[src/tlma_pkg.sv]
`timescale 1ns / 1ps
package tlma_pkg;

    // Input item, one transfer on the s_ channel
    typedef struct packed {
        logic [1:0]         req_type;
        logic [15:0]        char_code;
        logic signed [15:0] glyph_advance;
        logic               glyph_present;
    } tlma_in_t;

    // Result item, one transfer on the m_ channel
    typedef struct packed {
        logic signed [31:0] line_offset;
        logic signed [31:0] line_width;
        logic signed [31:0] total_width;
        logic [23:0]        total_height;
        logic signed [31:0] top_y;
        logic               last;
    } tlma_out_t;

    // Request codes
    localparam logic [1:0] REQ_GLYPH = 2'd0;
    localparam logic [1:0] REQ_CHAR  = 2'd1;
    localparam logic [1:0] REQ_END   = 2'd2;

    localparam logic [15:0]        NEWLINE_CODE    = 16'd10;
    localparam logic [15:0]        SPACE_CODE      = 16'd32;
    localparam logic signed [15:0] MISSING_ADVANCE = 16'sd10;
    localparam logic [23:0]        HEIGHT_MAX      = 24'hFFFFFF;

    // Register file
    localparam int         CFG_ADDR_W    = 5;
    localparam logic [2:0] REG_SCALE_X     = 3'd0;
    localparam logic [2:0] REG_SCALE_Y     = 3'd1;
    localparam logic [2:0] REG_ALIGN_MODE  = 3'd2;
    localparam logic [2:0] REG_LINE_HEIGHT = 3'd3;
    localparam logic [2:0] REG_ANCHOR_Y    = 3'd4;

    localparam logic [15:0] SCALE_RESET = 16'd256;

    typedef enum logic [1:0] {
        HALIGN_LEFT,
        HALIGN_CENTER,
        HALIGN_RIGHT
    } halign_t;

    typedef enum logic [1:0] {
        VALIGN_TOP,
        VALIGN_MIDDLE,
        VALIGN_BOTTOM
    } valign_t;

    typedef struct packed {
        halign_t h;
        valign_t v;
    } align_t;

    // One glyph table entry
    typedef struct packed {
        logic               present;
        logic signed [15:0] advance;
    } glyph_t;

    // Closed line handed from the accumulator to the alignment pipe
    typedef struct packed {
        logic signed [48:0] prod;
        logic [23:0]        height;
        logic               last;
    } close_t;

    // mode mod 3 / mode div 3 as a small table; vertical codes above 2 mean top
    function automatic align_t align_decode(input logic [3:0] mode);
        align_t a;
        a.h = HALIGN_LEFT;
        a.v = VALIGN_TOP;
        case (mode)
            4'd0:  begin a.h = HALIGN_LEFT;   a.v = VALIGN_TOP;    end
            4'd1:  begin a.h = HALIGN_CENTER; a.v = VALIGN_TOP;    end
            4'd2:  begin a.h = HALIGN_RIGHT;  a.v = VALIGN_TOP;    end
            4'd3:  begin a.h = HALIGN_LEFT;   a.v = VALIGN_MIDDLE; end
            4'd4:  begin a.h = HALIGN_CENTER; a.v = VALIGN_MIDDLE; end
            4'd5:  begin a.h = HALIGN_RIGHT;  a.v = VALIGN_MIDDLE; end
            4'd6:  begin a.h = HALIGN_LEFT;   a.v = VALIGN_BOTTOM; end
            4'd7:  begin a.h = HALIGN_CENTER; a.v = VALIGN_BOTTOM; end
            4'd8:  begin a.h = HALIGN_RIGHT;  a.v = VALIGN_BOTTOM; end
            4'd9:  begin a.h = HALIGN_LEFT;   a.v = VALIGN_TOP;    end
            4'd10: begin a.h = HALIGN_CENTER; a.v = VALIGN_TOP;    end
            4'd11: begin a.h = HALIGN_RIGHT;  a.v = VALIGN_TOP;    end
            4'd12: begin a.h = HALIGN_LEFT;   a.v = VALIGN_TOP;    end
            4'd13: begin a.h = HALIGN_CENTER; a.v = VALIGN_TOP;    end
            4'd14: begin a.h = HALIGN_RIGHT;  a.v = VALIGN_TOP;    end
            default: begin a.h = HALIGN_LEFT; a.v = VALIGN_TOP;    end
        endcase
        return a;
    endfunction

    // Clamp to the signed 32-bit range
    function automatic logic signed [31:0] sat32(input logic signed [49:0] v);
        logic signed [31:0] r;
        if (v > 50'sd2147483647) begin
            r = 32'sh7FFFFFFF;
        end else if (v < -50'sd2147483648) begin
            r = 32'sh80000000;
        end else begin
            r = v[31:0];
        end
        return r;
    endfunction

endpackage

[src/tlma_line_acc.sv]
`timescale 1ns / 1ps
module tlma_line_acc (
    input  logic              aclk,
    input  logic              aresetn,
    input  logic              load,
    input  logic              load_close,
    input  logic              load_last,
    input  logic              load_in_range,
    input  tlma_pkg::glyph_t  rd_glyph,
    input  tlma_pkg::glyph_t  space_glyph,
    input  logic [15:0]       scale_x,
    input  logic [15:0]       line_height,
    input  logic              close_ready,
    output logic              s1_free,
    output logic              close_valid,
    output tlma_pkg::close_t  close
);
    import tlma_pkg::*;

    logic               s1_valid_reg;
    logic               s1_close_reg;
    logic               s1_last_reg;
    logic               s1_in_range_reg;
    logic signed [31:0] line_sum_reg;
    logic signed [31:0] line_sum_next;
    logic [23:0]        height_sum_reg;
    logic [23:0]        height_sum_next;

    logic               s1_go;
    logic signed [15:0] adv;
    logic signed [32:0] sum_wide;
    logic [24:0]        height_wide;
    logic [23:0]        height_sat;

    assign s1_go       = s1_valid_reg && (!s1_close_reg || close_ready);
    assign s1_free     = !s1_valid_reg || s1_go;
    assign close_valid = s1_valid_reg && s1_close_reg;

    // Advance lookup with space and fixed fallbacks
    always_comb begin
        if (s1_in_range_reg && rd_glyph.present) begin
            adv = rd_glyph.advance;
        end else if (space_glyph.present) begin
            adv = space_glyph.advance;
        end else begin
            adv = MISSING_ADVANCE;
        end
        sum_wide    = 33'(line_sum_reg) + 33'(adv);
        height_wide = {1'b0, height_sum_reg} + {9'b0, line_height};
        height_sat  = height_wide[24] ? HEIGHT_MAX : height_wide[23:0];
    end

    // Closed line: scaled width product and height after this line
    always_comb begin
        close.prod   = 49'(line_sum_reg) * $signed({1'b0, scale_x});
        close.height = height_sat;
        close.last   = s1_last_reg;
    end

    // Running sums
    always_comb begin
        line_sum_next   = line_sum_reg;
        height_sum_next = height_sum_reg;
        if (s1_go) begin
            if (s1_close_reg) begin
                line_sum_next   = '0;
                height_sum_next = s1_last_reg ? 24'd0 : height_sat;
            end else begin
                line_sum_next = sat32(50'(sum_wide));
            end
        end
    end

    always_ff @(posedge aclk) begin
        if (!aresetn) begin
            s1_valid_reg   <= 1'b0;
            line_sum_reg   <= '0;
            height_sum_reg <= '0;
        end else begin
            line_sum_reg   <= line_sum_next;
            height_sum_reg <= height_sum_next;
            if (load) begin
                s1_valid_reg <= 1'b1;
            end else if (s1_go) begin
                s1_valid_reg <= 1'b0;
            end
        end
    end

    always_ff @(posedge aclk) begin
        if (load) begin
            s1_close_reg    <= load_close;
            s1_last_reg     <= load_last;
            s1_in_range_reg <= load_in_range;
        end
    end

endmodule

[config.mk]
export PLATFORM = sky130hd
export DESIGN_NAME = tlma_line_acc
export DESIGN_NICKNAME = d
export VERILOG_FILES = /design/src/tlma_pkg.sv /design/src/tlma_line_acc.sv
export SDC_FILE = /design/constraint.sdc
export NUM_CORES = 2
export LEC_CHECK = 0
export BUFFER_PORTS_ARGS = -buffer_cell sky130_fd_sc_hd__buf_2
export CORE_MARGIN = 8
export CORE_UTILIZATION = 64
export DETAILED_ROUTE_END_ITERATION = 10
export PLACE_DENSITY_LB_ADDON = 0.1
export SLEW_MARGIN = 25
export SYNTH_ARGS = -nofsm -noshare
export SYNTH_HDL_FRONTEND = slang
export SYNTH_SLANG_ARGS = --single-unit
[constraint.sdc]
create_clock -name aclk -period 8.93 [get_ports aclk]
set_input_delay 0.4465 -clock aclk [delete_from_list [all_inputs] [get_ports aclk]]
set_output_delay 0.4465 -clock aclk [all_outputs]
set_load 0.005 [all_outputs]
Word level (Yosys, flattened, before mapping) --
Index checks and enable logic that the tools add are counted.
Word-level totals: bits in registers 60, input bits 73, output and inout bits 76, logic and storage cells 29
Cells by class: magnitude comparators 2, multipliers 1, $add $sub $neg 2, reductions and logical operators 9, mux-type cells 9
Operators with widths (count):
- $mux 32 | 3
- $mul 32x17->49 | 1
- $mux 24 | 2
- $add 32x16->33 | 1
- $gt 33x32->1 const B | 1
- $lt 33x32->1 const B | 1
- $mux 16 | 2
- $add 24x16->25 | 1
- $logic_and 1x1->1 | 3
- $logic_not 1->1 | 2
- $logic_or 1x1->1 | 2
- $mux 1 | 2
- $reduce_and 2->1 | 1
- $reduce_bool 2->1 | 1

Longest topological paths before layout --
depth after elaboration 7, depth in mapped cells 25, mapped depth without buffers 24

Least setup slack after synthesis --
Ideal clock, no wire load.
path kind input-to-output, start point in scale_x[2], end point out close[72] in the netlist's numbering, data required time 8484 ps, stages 23, path buffers 1, data arrival time 6120 ps, slack 2363 ps, cells stage by stage clkbuf_1 -> and2_1 -> fa_1 -> inv_1 -> fa_1 -> fa_1 -> fa_1 -> inv_1 -> fa_1 -> inv_1 -> fa_1 -> inv_1 -> ha_1 -> a21o_1 -> a21o_1 -> a21o_1 -> o21ai_0 -> nor4_1 -> o21ai_1 -> o311ai_1 -> o21a_1 -> a221oi_1 -> xnor2_1
RTL lines:
- from (decl) | line tlma_line_acc.sv:11 | input logic [15:0] scale_x,
- to (decl) | line tlma_line_acc.sv:16 | output tlma_pkg::close_t close

==> metrics.md <==
| Metric | Value |
|---|---|
| Via count | 18600 |
| Number of distinct library cells after synthesis | 76 |
| RePlAce Congestion | 0.901 |
| Synth Area per Inst | 8.55 µm² |
| Via density | 5.76 |
| Remaining Overflow, GRT | 0 |
| Max-cap viol count | 0 |
| CP Data Required Time | 8.48 ns |
| Yosys warning total | 0 |
| Slowest cell on the critical path | dfxtp_1 |
| Clock Pin Slew Worst Setup and Hold Paths | 0.06 ns |
| Min Clock Period, post-route | 8.12 ns |
| # rows | 69 |
| First-pass GRT wire length | 97900 µm |
| Total Negative Setup Slacks | 0 ns |
| Clock Skew | 0.00923 ns |
| ANT nets after route | 0 |
| Worst vdd ir | 0.0925 mV |
| Power density over the cells | 100 nW/µm² |
| CP Max Fanout | 18 |
| Post-CTS Resized | 0 |
| Mapped Nets | 3433 |
| Mapped cell area | 23100 µm² |
| Outcome | finished clean |
| Final HPWL DP | 48000 µm |
| Iter 0 DRT Violations | 1109 |
| Deepest clock path buffer count | 2 |
| Crit-path cells | and2_1, fa_1, inv_1, fa_1, fa_1, fa_1, inv_1, fa_1, inv_1, fa_1, inv_1, ha_1, a21o_1, a21o_1, a21o_1, a211oi_2, nor4_1, buf_4, o21ai_1, o311ai_1, o21a_1, a221oi_1, xnor2_1, buf_2 |
| Leak pwr | 13.1 nW |
| I/O pins | 149 |
| Core area | 35600 µm² |
| Leading area contributor after synthesis | fa_1 |
| Area grow syn2layout | 5.57% |
| Register Area | 1230 µm² |
| Top post-synthesis cells by area | fa_1, inv_1, ha_1 |
| RSZ-0062 raised after global routing | no |
| CP Launch Type | flop |
| DP Area | 24100 µm² |
| Max-slew violations | 0 |
| Hold buffers post-CTS | 0 |
| Post-synth ARST share | 0 |
| Worst slew margin | 0.350 |
| Number of flops mapped to enable cells by yosys | 3 |
| CTS root buffer | clkbuf_16 |
| Share of cells above drive strength 1 | 0.0734 |
| Die area | 42500 µm² |
| CP top delay family | adder cells |
| Nets | 3491 |
| Post-synth top flop | dfxtp_1 |
| Hold Violations, Final | 0 |
| Fmax | 0.123 GHz |
| Largest net degree at the start of global routing | 39 |
| Area of the multi-input gates | 19100 µm² |
| # setup viols final | 0 |
| #FFs+latches synth | 60 |
| Largest register FFs | 32 |
| Endpoint type of the worst setup path | primary output |
| Cell area after layout | 24400 µm² |
| Clock latency on the worst-skew pair | 0.33 ns |
| Critical Path AT | 7.68 ns |
| TritonRoute pass-1 iters | 5 |
| RR Startpoint | s1_in_range_reg |
| Class of the worst hold path | input port to flop |
| Post-CTS Setup Bufs | 0 |
| Drt total wl | 59900 µm |
| Vias in the first global route | 19900 |
| Seq/Total Area, Yosys | 0.0532 |
| WL/cell | 18.6 µm |
| CTS sink count | 60 |
| H-tree levels | 3 |
| Worst Tran Pin Value | 0.974 ns |
| Port Buf Inserts | 148 |
| Cells after synthesis | 2704 |
| Bufs and invs on worst path | 6 |
| TritonCTS clock tree | done |
| Initial core utilization | 0.650 |
| CP Launch Point | line_sum_reg[6] |
| Worst path max stage delay | 0.90 ns |
| Crit Path Class | flop to primary output |
| Crit share post-route | 0.910 |
| GRT Util Overall | 0.288 |
| Min-delay src | load_close |
| Most used cell, CP | fa_1 |
| Fillers | 2921 |
| # DRC | 0 |
| Initial antenna violation count | 2 |
| Num CTS Buffers | 9 |
| Die Height | 206 µm |
| Synth top area share | 0.425 |
| Die Span X | 206 µm |
[through the flow]
step	setup slack, ns	hold WS (ns)	std cells	util	total power [W]
2_1_floorplan	2.36	0.446	2704	-	0.00154
6_report	0.808	0.286	3229	0.687	0.00245
3_5_place_dp	1.06	0.465	3212	0.678	0.00210
3_3_place_gp	1.18	0.461	3212	0.678	0.00204
5_1_grt	0.476	0.279	3229	0.687	0.00271
4_1_cts	0.824	0.274	3228	0.686	0.00247
[final timing paths]
path | end | slack (ns) | cells after the start
setup / recovery | close[72] | 0.81 | 24
hold / removal | s1_close_reg | 0.29 | 1
setup reg to reg | line_sum_reg[2] | 4.01 | 14
hold reg to reg | height_sum_reg[9] | 0.48 | 1
[synth_stat cells, types with 9 or more instances]
| master | n |
|---|---|
| a21o_1 | 62 |
| a21oi_1 | 87 |
| a221oi_1 | 28 |
| a22o_1 | 16 |
| a31oi_1 | 12 |
| and2_1 | 241 |
| and3_1 | 15 |
| buf_2 | 9 |
| clkbuf_1 | 104 |
| dfxtp_1 | 57 |
| fa_1 | 491 |
| ha_1 | 165 |
| inv_1 | 612 |
| nand2_1 | 357 |
| nand2b_1 | 17 |
| nand3_1 | 35 |
| nand4_1 | 15 |
| nor2_1 | 55 |
| nor2b_1 | 40 |
| nor3_1 | 15 |
| o21ai_0 | 55 |
| o21bai_1 | 12 |
| xnor2_1 | 64 |
| xor2_1 | 20 |
[placed cells by master, fill, tap and decap left out, types with 4 or more instances in the layout]
cell type,instances
ha_1,165
a21boi_1,4
and3_1,15
nand4_1,15
xnor2_1,64
a21boi_0,4
nand3_1,35
and2_1,241
nand2_1,357
a221oi_1,28
o21a_1,6
fa_1,491
buf_4,22
nor3_1,15
dfxtp_1,57
mux2i_1,5
a21oi_1,87
o21ai_0,55
o21bai_1,12
nand2b_1,17
buf_2,148
o21ai_1,6
clkbuf_16,9
a21o_1,62
and4_1,4
a31oi_1,12
nor2_1,55
o211ai_1,6
a22o_1,16
nor2b_1,40
inv_1,612
nor4_1,4
xor2_1,20
[metal layers]
layer  GRT usage  share of wire  vias to the layer above
li1            -              -                     8355
met1       0.360           0.39                     9431
met2       0.512           0.51                      685
met3      0.0295          0.063                      130
met4       0.107          0.036                        0
met5           0              0                        -
[power breakdown]
part | leakage (nW) | switching, W | internal [W] | total (W)
sequential | 0.491 | 0.0000501 | 0.000282 | 0.000332
combinational | 12.4 | 0.00103 | 0.000729 | 0.00176
clock | 0.153 | 0.000131 | 0.000231 | 0.000362
total | 13.1 | 0.00121 | 0.00124 | 0.00245
[logic make-up (layout without fill, tap and decap cells)]
group,after synthesis,count (layout),share of synthesized area
flops,60,60,0.0532
compound gates,345,345,0.101
other cells,0,1,0
buf+inv,735,798,0.121
fa+ha+maj,656,656,0.514
mux,7,7,0.00330
xor+xnor,84,84,0.0318
simple gates,817,817,0.175
[worst reg2reg max path, stage by stage, from the launching register on]
cell	delay [ns]
edfxtp_1	0.34
and2_0	0.68
nand2_1	0.12
nand2_1	0.57
ha_1	0.46
a21o_1	0.22
a21o_1	0.20
a221oi_2	0.31
o211ai_1	0.13
o41ai_2	0.35
a21oi_2	0.13
mux2_4	0.33
nor2_4	0.58
o21ai_0	0.24
a21boi_1	0.19
[cell type report]
type | instances | share of cell area
multi-input combinational | 1909 | 0.782
inverter | 612 | 0.0941
sequential | 60 | 0.0504
timing repair buffer | 170 | 0.0371
tap | 461 | 0.0236
clock buffer | 12 | 0.0105
clock inverter | 4 | 0.00200
antenna | 1 | 0.000102
Power figures use the tool's default switching activity.
