### config.mk
export PLATFORM = sky130hd
export DESIGN_NAME = tlma_align_pipe
export DESIGN_NICKNAME = d
export VERILOG_FILES = /design/src/tlma_pkg.sv /design/src/tlma_align_pipe.sv
export SDC_FILE = /design/constraint.sdc
export NUM_CORES = 2
export LEC_CHECK = 0
export BUFFER_PORTS_ARGS = -buffer_cell sky130_fd_sc_hd__buf_2
export CAP_MARGIN = 20
export CORE_MARGIN = 5
export CORE_UTILIZATION = 53
export CTS_BUF_LIST = sky130_fd_sc_hd__clkbuf_16
export CTS_CLUSTER_DIAMETER = 150
export DETAILED_ROUTE_END_ITERATION = 16
export GPL_TIMING_DRIVEN = 0
export PLACE_DENSITY = 0.72
export SETUP_SLACK_MARGIN = 0.3
export SYNTH_ARGS = -nofsm -noshare
export SYNTH_HDL_FRONTEND = slang
export SYNTH_SLANG_ARGS = --single-unit
### constraint.sdc
create_clock -name aclk -period 24.3 [get_ports aclk]
set_clock_uncertainty 0.05 [all_clocks]
set_input_delay 4.86 -clock aclk [delete_from_list [all_inputs] [get_ports aclk]]
set_output_delay 4.86 -clock aclk [all_outputs]
set_load 0.02 [all_outputs]
### src/tlma_pkg.sv
`timescale 1ns / 1ps
package tlma_pkg;

    // Input item, one transfer on the s_ channel
    typedef struct packed {
        logic [1:0]         req_type;
        logic [15:0]        char_code;
        logic signed [15:0] glyph_advance;
        logic               glyph_present;
    } tlma_in_t;

    // Result item, one transfer on the m_ channel
    typedef struct packed {
        logic signed [31:0] line_offset;
        logic signed [31:0] line_width;
        logic signed [31:0] total_width;
        logic [23:0]        total_height;
        logic signed [31:0] top_y;
        logic               last;
    } tlma_out_t;

    // Request codes
    localparam logic [1:0] REQ_GLYPH = 2'd0;
    localparam logic [1:0] REQ_CHAR  = 2'd1;
    localparam logic [1:0] REQ_END   = 2'd2;

    localparam logic [15:0]        NEWLINE_CODE    = 16'd10;
    localparam logic [15:0]        SPACE_CODE      = 16'd32;
    localparam logic signed [15:0] MISSING_ADVANCE = 16'sd10;
    localparam logic [23:0]        HEIGHT_MAX      = 24'hFFFFFF;

    // Register file
    localparam int         CFG_ADDR_W    = 5;
    localparam logic [2:0] REG_SCALE_X     = 3'd0;
    localparam logic [2:0] REG_SCALE_Y     = 3'd1;
    localparam logic [2:0] REG_ALIGN_MODE  = 3'd2;
    localparam logic [2:0] REG_LINE_HEIGHT = 3'd3;
    localparam logic [2:0] REG_ANCHOR_Y    = 3'd4;

    localparam logic [15:0] SCALE_RESET = 16'd256;

    typedef enum logic [1:0] {
        HALIGN_LEFT,
        HALIGN_CENTER,
        HALIGN_RIGHT
    } halign_t;

    typedef enum logic [1:0] {
        VALIGN_TOP,
        VALIGN_MIDDLE,
        VALIGN_BOTTOM
    } valign_t;

    typedef struct packed {
        halign_t h;
        valign_t v;
    } align_t;

    // One glyph table entry
    typedef struct packed {
        logic               present;
        logic signed [15:0] advance;
    } glyph_t;

    // Closed line handed from the accumulator to the alignment pipe
    typedef struct packed {
        logic signed [48:0] prod;
        logic [23:0]        height;
        logic               last;
    } close_t;

    // mode mod 3 / mode div 3 as a small table; vertical codes above 2 mean top
    function automatic align_t align_decode(input logic [3:0] mode);
        align_t a;
        a.h = HALIGN_LEFT;
        a.v = VALIGN_TOP;
        case (mode)
            4'd0:  begin a.h = HALIGN_LEFT;   a.v = VALIGN_TOP;    end
            4'd1:  begin a.h = HALIGN_CENTER; a.v = VALIGN_TOP;    end
            4'd2:  begin a.h = HALIGN_RIGHT;  a.v = VALIGN_TOP;    end
            4'd3:  begin a.h = HALIGN_LEFT;   a.v = VALIGN_MIDDLE; end
            4'd4:  begin a.h = HALIGN_CENTER; a.v = VALIGN_MIDDLE; end
            4'd5:  begin a.h = HALIGN_RIGHT;  a.v = VALIGN_MIDDLE; end
            4'd6:  begin a.h = HALIGN_LEFT;   a.v = VALIGN_BOTTOM; end
            4'd7:  begin a.h = HALIGN_CENTER; a.v = VALIGN_BOTTOM; end
            4'd8:  begin a.h = HALIGN_RIGHT;  a.v = VALIGN_BOTTOM; end
            4'd9:  begin a.h = HALIGN_LEFT;   a.v = VALIGN_TOP;    end
            4'd10: begin a.h = HALIGN_CENTER; a.v = VALIGN_TOP;    end
            4'd11: begin a.h = HALIGN_RIGHT;  a.v = VALIGN_TOP;    end
            4'd12: begin a.h = HALIGN_LEFT;   a.v = VALIGN_TOP;    end
            4'd13: begin a.h = HALIGN_CENTER; a.v = VALIGN_TOP;    end
            4'd14: begin a.h = HALIGN_RIGHT;  a.v = VALIGN_TOP;    end
            default: begin a.h = HALIGN_LEFT; a.v = VALIGN_TOP;    end
        endcase
        return a;
    endfunction

    // Clamp to the signed 32-bit range
    function automatic logic signed [31:0] sat32(input logic signed [49:0] v);
        logic signed [31:0] r;
        if (v > 50'sd2147483647) begin
            r = 32'sh7FFFFFFF;
        end else if (v < -50'sd2147483648) begin
            r = 32'sh80000000;
        end else begin
            r = v[31:0];
        end
        return r;
    endfunction

endpackage

### src/tlma_align_pipe.sv
`timescale 1ns / 1ps
module tlma_align_pipe (
    input  logic                aclk,
    input  logic                aresetn,
    input  logic                close_valid,
    input  tlma_pkg::close_t    close,
    output logic                close_ready,
    input  logic [15:0]         scale_y,
    input  logic [3:0]          align_mode,
    input  logic signed [23:0]  anchor_y,
    output logic                m_valid,
    input  logic                m_ready,
    output tlma_pkg::tlma_out_t m_data
);
    import tlma_pkg::*;

    align_t             align;

    // Stage 2: product registered
    logic               s2_valid_reg;
    close_t             s2_reg;
    logic               s2_go;

    // Stage 3: width, offset, maximum, vertical span
    logic               s3_valid_reg;
    logic signed [31:0] s3_off_reg;
    logic signed [31:0] s3_width_reg;
    logic signed [31:0] s3_max_reg;
    logic [23:0]        s3_height_reg;
    logic               s3_last_reg;
    logic [39:0]        s3_span_reg;
    logic               s3_go;

    logic signed [31:0] max_width_reg;
    logic signed [31:0] max_width_next;

    tlma_out_t          out_reg;
    logic               out_valid_reg;

    logic signed [31:0] width;
    logic signed [32:0] neg_width;
    logic signed [31:0] offset;
    logic signed [31:0] max_after;
    logic [39:0]        span;
    logic signed [41:0] anchor_wide;
    logic signed [41:0] top_wide;
    logic signed [31:0] top;

    assign align       = align_decode(align_mode);
    assign s3_go       = s3_valid_reg && (!out_valid_reg || m_ready);
    assign s2_go       = s2_valid_reg && (!s3_valid_reg || s3_go);
    assign close_ready = !s2_valid_reg || s2_go;

    // Width, horizontal offset, maximum and vertical span
    always_comb begin
        width     = sat32(50'(s2_reg.prod));
        neg_width = -33'(width);
        case (align.h)
            HALIGN_CENTER: offset = sat32(50'(neg_width >>> 1));
            HALIGN_RIGHT:  offset = sat32(50'(neg_width));
            default:       offset = '0;
        endcase
        max_after = (width > max_width_reg) ? width : max_width_reg;
        span      = 40'(s2_reg.height) * 40'(scale_y);
    end

    always_comb begin
        max_width_next = max_width_reg;
        if (s2_go) begin
            max_width_next = s2_reg.last ? 32'sd0 : max_after;
        end
    end

    // Top y on the last line of a text
    always_comb begin
        anchor_wide = 42'(anchor_y);
        case (align.v)
            VALIGN_MIDDLE: top_wide = anchor_wide - $signed({2'b0, s3_span_reg >> 1});
            VALIGN_BOTTOM: top_wide = anchor_wide - $signed({2'b0, s3_span_reg});
            default:       top_wide = anchor_wide;
        endcase
        top = s3_last_reg ? sat32(50'(top_wide)) : 32'sd0;
    end

    // Control
    always_ff @(posedge aclk) begin
        if (!aresetn) begin
            s2_valid_reg  <= 1'b0;
            s3_valid_reg  <= 1'b0;
            out_valid_reg <= 1'b0;
            max_width_reg <= '0;
        end else begin
            max_width_reg <= max_width_next;
            if (close_valid && close_ready) begin
                s2_valid_reg <= 1'b1;
            end else if (s2_go) begin
                s2_valid_reg <= 1'b0;
            end
            if (s2_go) begin
                s3_valid_reg <= 1'b1;
            end else if (s3_go) begin
                s3_valid_reg <= 1'b0;
            end
            if (s3_go) begin
                out_valid_reg <= 1'b1;
            end else if (m_ready) begin
                out_valid_reg <= 1'b0;
            end
        end
    end

    // Payload
    always_ff @(posedge aclk) begin
        if (close_valid && close_ready) begin
            s2_reg <= close;
        end
        if (s2_go) begin
            s3_off_reg    <= offset;
            s3_width_reg  <= width;
            s3_max_reg    <= max_after;
            s3_height_reg <= s2_reg.height;
            s3_last_reg   <= s2_reg.last;
            s3_span_reg   <= span;
        end
        if (s3_go) begin
            out_reg.line_offset  <= s3_off_reg;
            out_reg.line_width   <= s3_width_reg;
            out_reg.total_width  <= s3_max_reg;
            out_reg.total_height <= s3_height_reg;
            out_reg.top_y        <= top;
            out_reg.last         <= s3_last_reg;
        end
    end

    assign m_valid = out_valid_reg;
    assign m_data  = out_reg;

endmodule

# Word-level counts from Yosys, hierarchy flattened
# Memories as Yosys holds them, arrays and structs flattened.
# Index checks and enable logic that the tools add are counted.
[totals]
register_bits = 423
romBits = 64
inputBits = 122
output_inout_bits = 155
memories = 1
[op_classes]
n_addsub = 3
multipliers = 1
order_cmp = 9
n_eq_ne = 4
muxes = 18
bitwise = 1
n_reduce_logical = 13
[mem_list]
columns = ["memory", "depth", "width", "read_ports", "rd_ports_with_merged_regs", "wr", "line", "text"]
rows = [
  ["(no name shown)", 16, 4, 1, 0, 0, "tlma_pkg.sv:77", "case (mode)"],
]
[ops]
columns = ["op", "n"]
rows = [
  ["$mux 32", 9],
  ["$pmux 42 s2", 1],
  ["$pmux 32 s2", 1],
  ["$gt 49x32->1 const B", 1],
  ["$lt 49x32->1 const B", 1],
  ["$gt 42x32->1 const B", 1],
  ["$lt 42x32->1 const B", 1],
  ["$sub 24x41->42", 1],
  ["$sub 24x40->41", 1],
  ["$mul 24x16->40", 1],
  ["$gt 33x32->1 const B", 1],
  ["$lt 33x32->1 const B", 1],
  ["$neg 32->33", 1],
  ["$gt 32x32->1", 1],
  ["$gt 32x32->1 const B", 1],
  ["$lt 32x32->1 const B", 1],
  ["$mux 31", 1],
  ["$mux 1", 6],
  ["$reduce_bool 2->1", 3],
  ["$eq 2x1->1 const B", 2],
  ["$eq 2x2->1 const B", 2],
  ["$logic_and 1x1->1", 3],
  ["$logic_not 1->1", 3],
  ["$logic_or 1x1->1", 3],
  ["other kinds (2)", 2],
]

# Depth between registers and ports, before layout
[logic_depth]
depth_word = 8
ltp_mapped = 26
ltp_nobuf = 25

# Worst setup path after synthesis
# OpenSTA, ideal clock, no wires.
[synth_path]
path_type = "in2reg"
from = "input port m_ready"
to = "register max_width_reg[10]"
setup_time_ps = 117
t_arrival_ps = 17979
t_required_ps = 24133
path_slack_ps = 6153
stages = 6
n_path_buf = 1
path_cell_list = "nor2b_1 a21boi_0 o21a_1 a31oi_1 clkbuf_1 a32o_1"
[synth_via]
elab_chain_cells = 4
[synth_lines]
columns = ["item", "line", "text"]
rows = [
  ["start, declared", "tlma_align_pipe.sv:12", "input logic m_ready,"],
  ["$logic_or 1x1->1", "tlma_align_pipe.sv:50", "assign s3_go = s3_valid_reg && (!out_valid_reg || m_ready);"],
  ["$logic_and 1x1->1", "tlma_align_pipe.sv:50", ""],
  ["$logic_or 1x1->1", "tlma_align_pipe.sv:51", "assign s2_go = s2_valid_reg && (!s3_valid_reg || s3_go);"],
  ["$logic_and 1x1->1", "tlma_align_pipe.sv:51", ""],
  ["net s2_go", "tlma_align_pipe.sv:22", "logic s2_go;"],
  ["end signal, assigned", "tlma_align_pipe.sv:93", "max_width_reg <= max_width_next;"],
  ["end, declared", "tlma_align_pipe.sv:34", "logic signed [31:0] max_width_reg;"],
]
# The timed path passes the listed nets, and every way through them passes these cells.
# A chain may end at the register's enable or synchronous reset.

# Worst setup path in the final report
[layout_path]
from = "input port scale_y[15]"
to = "register s3_span_reg[36] (data pin)"
[layout_via]
elab_chain_cells = 1
[layout_lines]
columns = ["item", "line", "text"]
rows = [
  ["start, declared", "tlma_align_pipe.sv:8", "input logic [15:0] scale_y,"],
  ["$mul 24x16->40", "tlma_align_pipe.sv:64", "span = 40'(s2_reg.height) * 40'(scale_y);"],
  ["net span[36]", "tlma_align_pipe.sv:44", "logic [39:0] span;"],
  ["end signal, assigned", "tlma_align_pipe.sv:123", "s3_span_reg <= span;"],
  ["end, declared", "tlma_align_pipe.sv:31", "logic [39:0] s3_span_reg;"],
]
# The timed path passes the listed nets, and every way through them passes these cells.

==> flow_summary.json <==
{
  "cts_tree": "built",
  "post-dp-hpwl_um": 74300,
  "syn_inst": 3283,
  "grt_overflow": 0,
  "seq_power_share_pct": 19.0,
  "yosys_warnings": 0,
  "insertion_delay_ns": 0.61,
  "final.period_utilization_pct": 49.5,
  "n_fill_cell": 5361,
  "cp_max_fo": 10,
  "clockBufferDepth": 3,
  "hp-class": "register to register",
  "endpoint_kind": "register",
  "status": "finished, final reports clean",
  "multi_input_area_um2": 19300,
  "syn-num-nets": 3931,
  "max_freq_mhz": 83.1,
  "grt_pass1_vias": 26000,
  "synth_cell_types": 92,
  "final_common_cell": "inv_1",
  "dieArea_um2": 69400,
  "p_sw_share_pct": 46.5,
  "peakVddDrop_uv": 247,
  "tns_ns": 0,
  "slew_viol_final": 0,
  "grtUsageMet1_pct": 33.4,
  "cts_root_buf": "clkbuf_16",
  "largest_reg_flops": 153,
  "seq_area_frac_synth_pct": 36.3,
  "ant_nets": 0,
  "rsz0062_at_grt": "false",
  "fp.dieW_um": 263,
  "synth-seq-cells": 423,
  "drv_cap": 0,
  "power_density_nw_per_um2": 146,
  "start_kind": "primary input",
  "antenna_found_initial": 6,
  "clock-sinks": 423,
  "first_iter_violations": 2154,
  "switchingPower_w": 0.00261,
  "nNetsFinal": 4271,
  "period_minus_slack_ns": 12.03,
  "grt_pass1_wl_um": 145000,
  "synthFlopType": "edfxtp_1",
  "clock_power_share_pct": 12.5,
  "avgRoutedWirePerCell_um": 20.6,
  "grt_use_met3_pct": 4.07,
  "totalPowerFinal_w": 0.00560,
  "syn_avg_cell_area_um2": 10.4,
  "initial_utilization_pct": 53.7,
  "port_buffers": 276,
  "drt_first_pass_iters": 6,
  "die_h_um": 263,
  "final_cell_mix": "484 x inv_1, 388 x edfxtp_1, 365 x nand2_1",
  "holdBufCountCts": 0,
  "via_per_inst": 5.77,
  "grtUsageTotal_pct": 26.2,
  "numCtsBuffers": 47,
  "netlist_area_um2": 34000,
  "leakage_nw": 16.4,
  "use_met2_pct": 44.7,
  "core_um2": 63300,
  "gp_congestion": 0.962,
  "synth_edf_count": 388,
  "path_class": "primary input to register",
  "clk_pin_slew_ns": 0.06,
  "area.sequential_um2": 12400,
  "p_int_w": 0.00300,
  "drc": 0,
  "drive_above_1_share_pct": 12.2,
  "htreeDepth": 2,
  "post-cts-setup-buffers": 0,
  "wl_um": 93000,
  "synthToLayoutAreaGrowth_pct": 12.8,
  "cts-resized-gates": 0,
  "power_frac_comb_pct": 68.5,
  "arrival_ns": 12.28,
  "io-pin-count": 277,
  "num_vias": 26000,
  "relSlewSlack_pct": 29.5,
  "worst_pin_slew_ns": 1.04,
  "core.rowCount": 92,
  "async_reset_ff_share_pct": 0,
  "setup_viol": 0,
  "grt.busiest_layer": "met2",
  "grt_max_degree": 37,
  "critPathRequiredTime_ns": 24.55,
  "hold_viol_final": 0
}
==> metal layers <==
| layer | routed length, um | vias to the layer above | share of wire (%) |
|---|---|---|---|
| met1 | 36200 | 12800 | 39 |
| met2 | 45900 | 1020 | 49 |
| met3 | 6170 | 264 | 6.6 |
| met5 | 0 | - | 0 |
| li1 | - | 12000 | - |
| met4 | 4710 | 0 | 5.1 |
==> through the flow <==
stage	util [%]	instances	worst slack, ns	instance area (um^2)	hold slack (ns)
5_1_grt	60.6	4508	11.90	38400	0.360
6_report	60.6	4510	12.27	38400	0.349
3_3_place_gp	57.6	4405	0.209	36500	0.350
4_1_cts	60.6	4507	12.37	38400	0.348
2_1_floorplan	-	3283	6.15	34000	0.350
3_5_place_dp	58.2	4420	11.79	36800	0.355
==> critical path, stage by stage <==
cell and delay, ns:
buf_2 0.17, clkbuf_1 0.54, nand2_1 0.17, fa_1 0.54
fa_1 0.55, inv_1 0.06, fa_1 0.52, fa_1 0.54
fa_1 0.56, inv_1 0.06, fa_1 0.60, inv_1 0.06
ha_1 0.39, and3_1 0.24, and3_1 0.17, a31o_2 0.24
o21ai_0 0.49, o2111ai_1 0.25, a311oi_1 0.51, o21ai_0 0.19
a31o_2 0.27, a21oi_1 0.17, xnor2_1 0.09
==> synthesized netlist by cell type (all sizes together), types with 70 or more instances <==
cell / count / area (um^2)
clkbuf: 135 / 507
inv: 477 / 1790
fa: 308 / 6170
o21ai: 112 / 572
a21oi: 165 / 826
and2: 170 / 1060
edfxtp: 388 / 11700
xnor2: 70 / 628
ha: 218 / 2730
nand2: 366 / 1380
a21o: 71 / 533
nor2: 142 / 533
==> kinds of logic after synthesis <==
family                     share of synthesized area [%]
muxes                                               1.38
buffers and inverters                               6.97
AOI/OAI and AO/OA                                   13.2
adders and majority gates                           26.1
DFF                                                 36.3
xor gates and xnor gates                            2.93
and+or+nand+nor                                     13.1
==> area by class of cell <==
class                      count  area share, %
antenna                        3         0.0196
buffer                       149           1.51
clock buffer                  48           3.13
clock inverter                39          0.906
inverter                     478           4.67
multi-input combinational   2233           50.4
sequential                   423           32.2
tap                          846           2.76
timing repair buffer         291           4.44
==> worst paths after layout <==
| path | from | endpoint | slack, ns | depth (start not counted) |
|---|---|---|---|---|
| max | scale_y[15] | s3_span_reg[36] | 12.27 | 23 |
| min | s3_width_reg[25] | m_data[114] | 0.35 | 0 |
| max reg2reg | s2_reg[1] | s3_span_reg[36] | 16.01 | 22 |
| min reg2reg | s3_width_reg[25] | m_data[114] | 0.35 | 0 |
==> power groups by stage <==
stage                     logic (W)  registers (W)  clock network (W)
final                       0.00384        0.00106           0.000700
after global routing        0.00434        0.00107           0.000748
after CTS                   0.00386        0.00106           0.000714
after detailed placement    0.00383        0.00108                  0
after global placement      0.00379        0.00109                  0
after floorplan             0.00293        0.00108                  0
(Power assumes the default switching activity.)
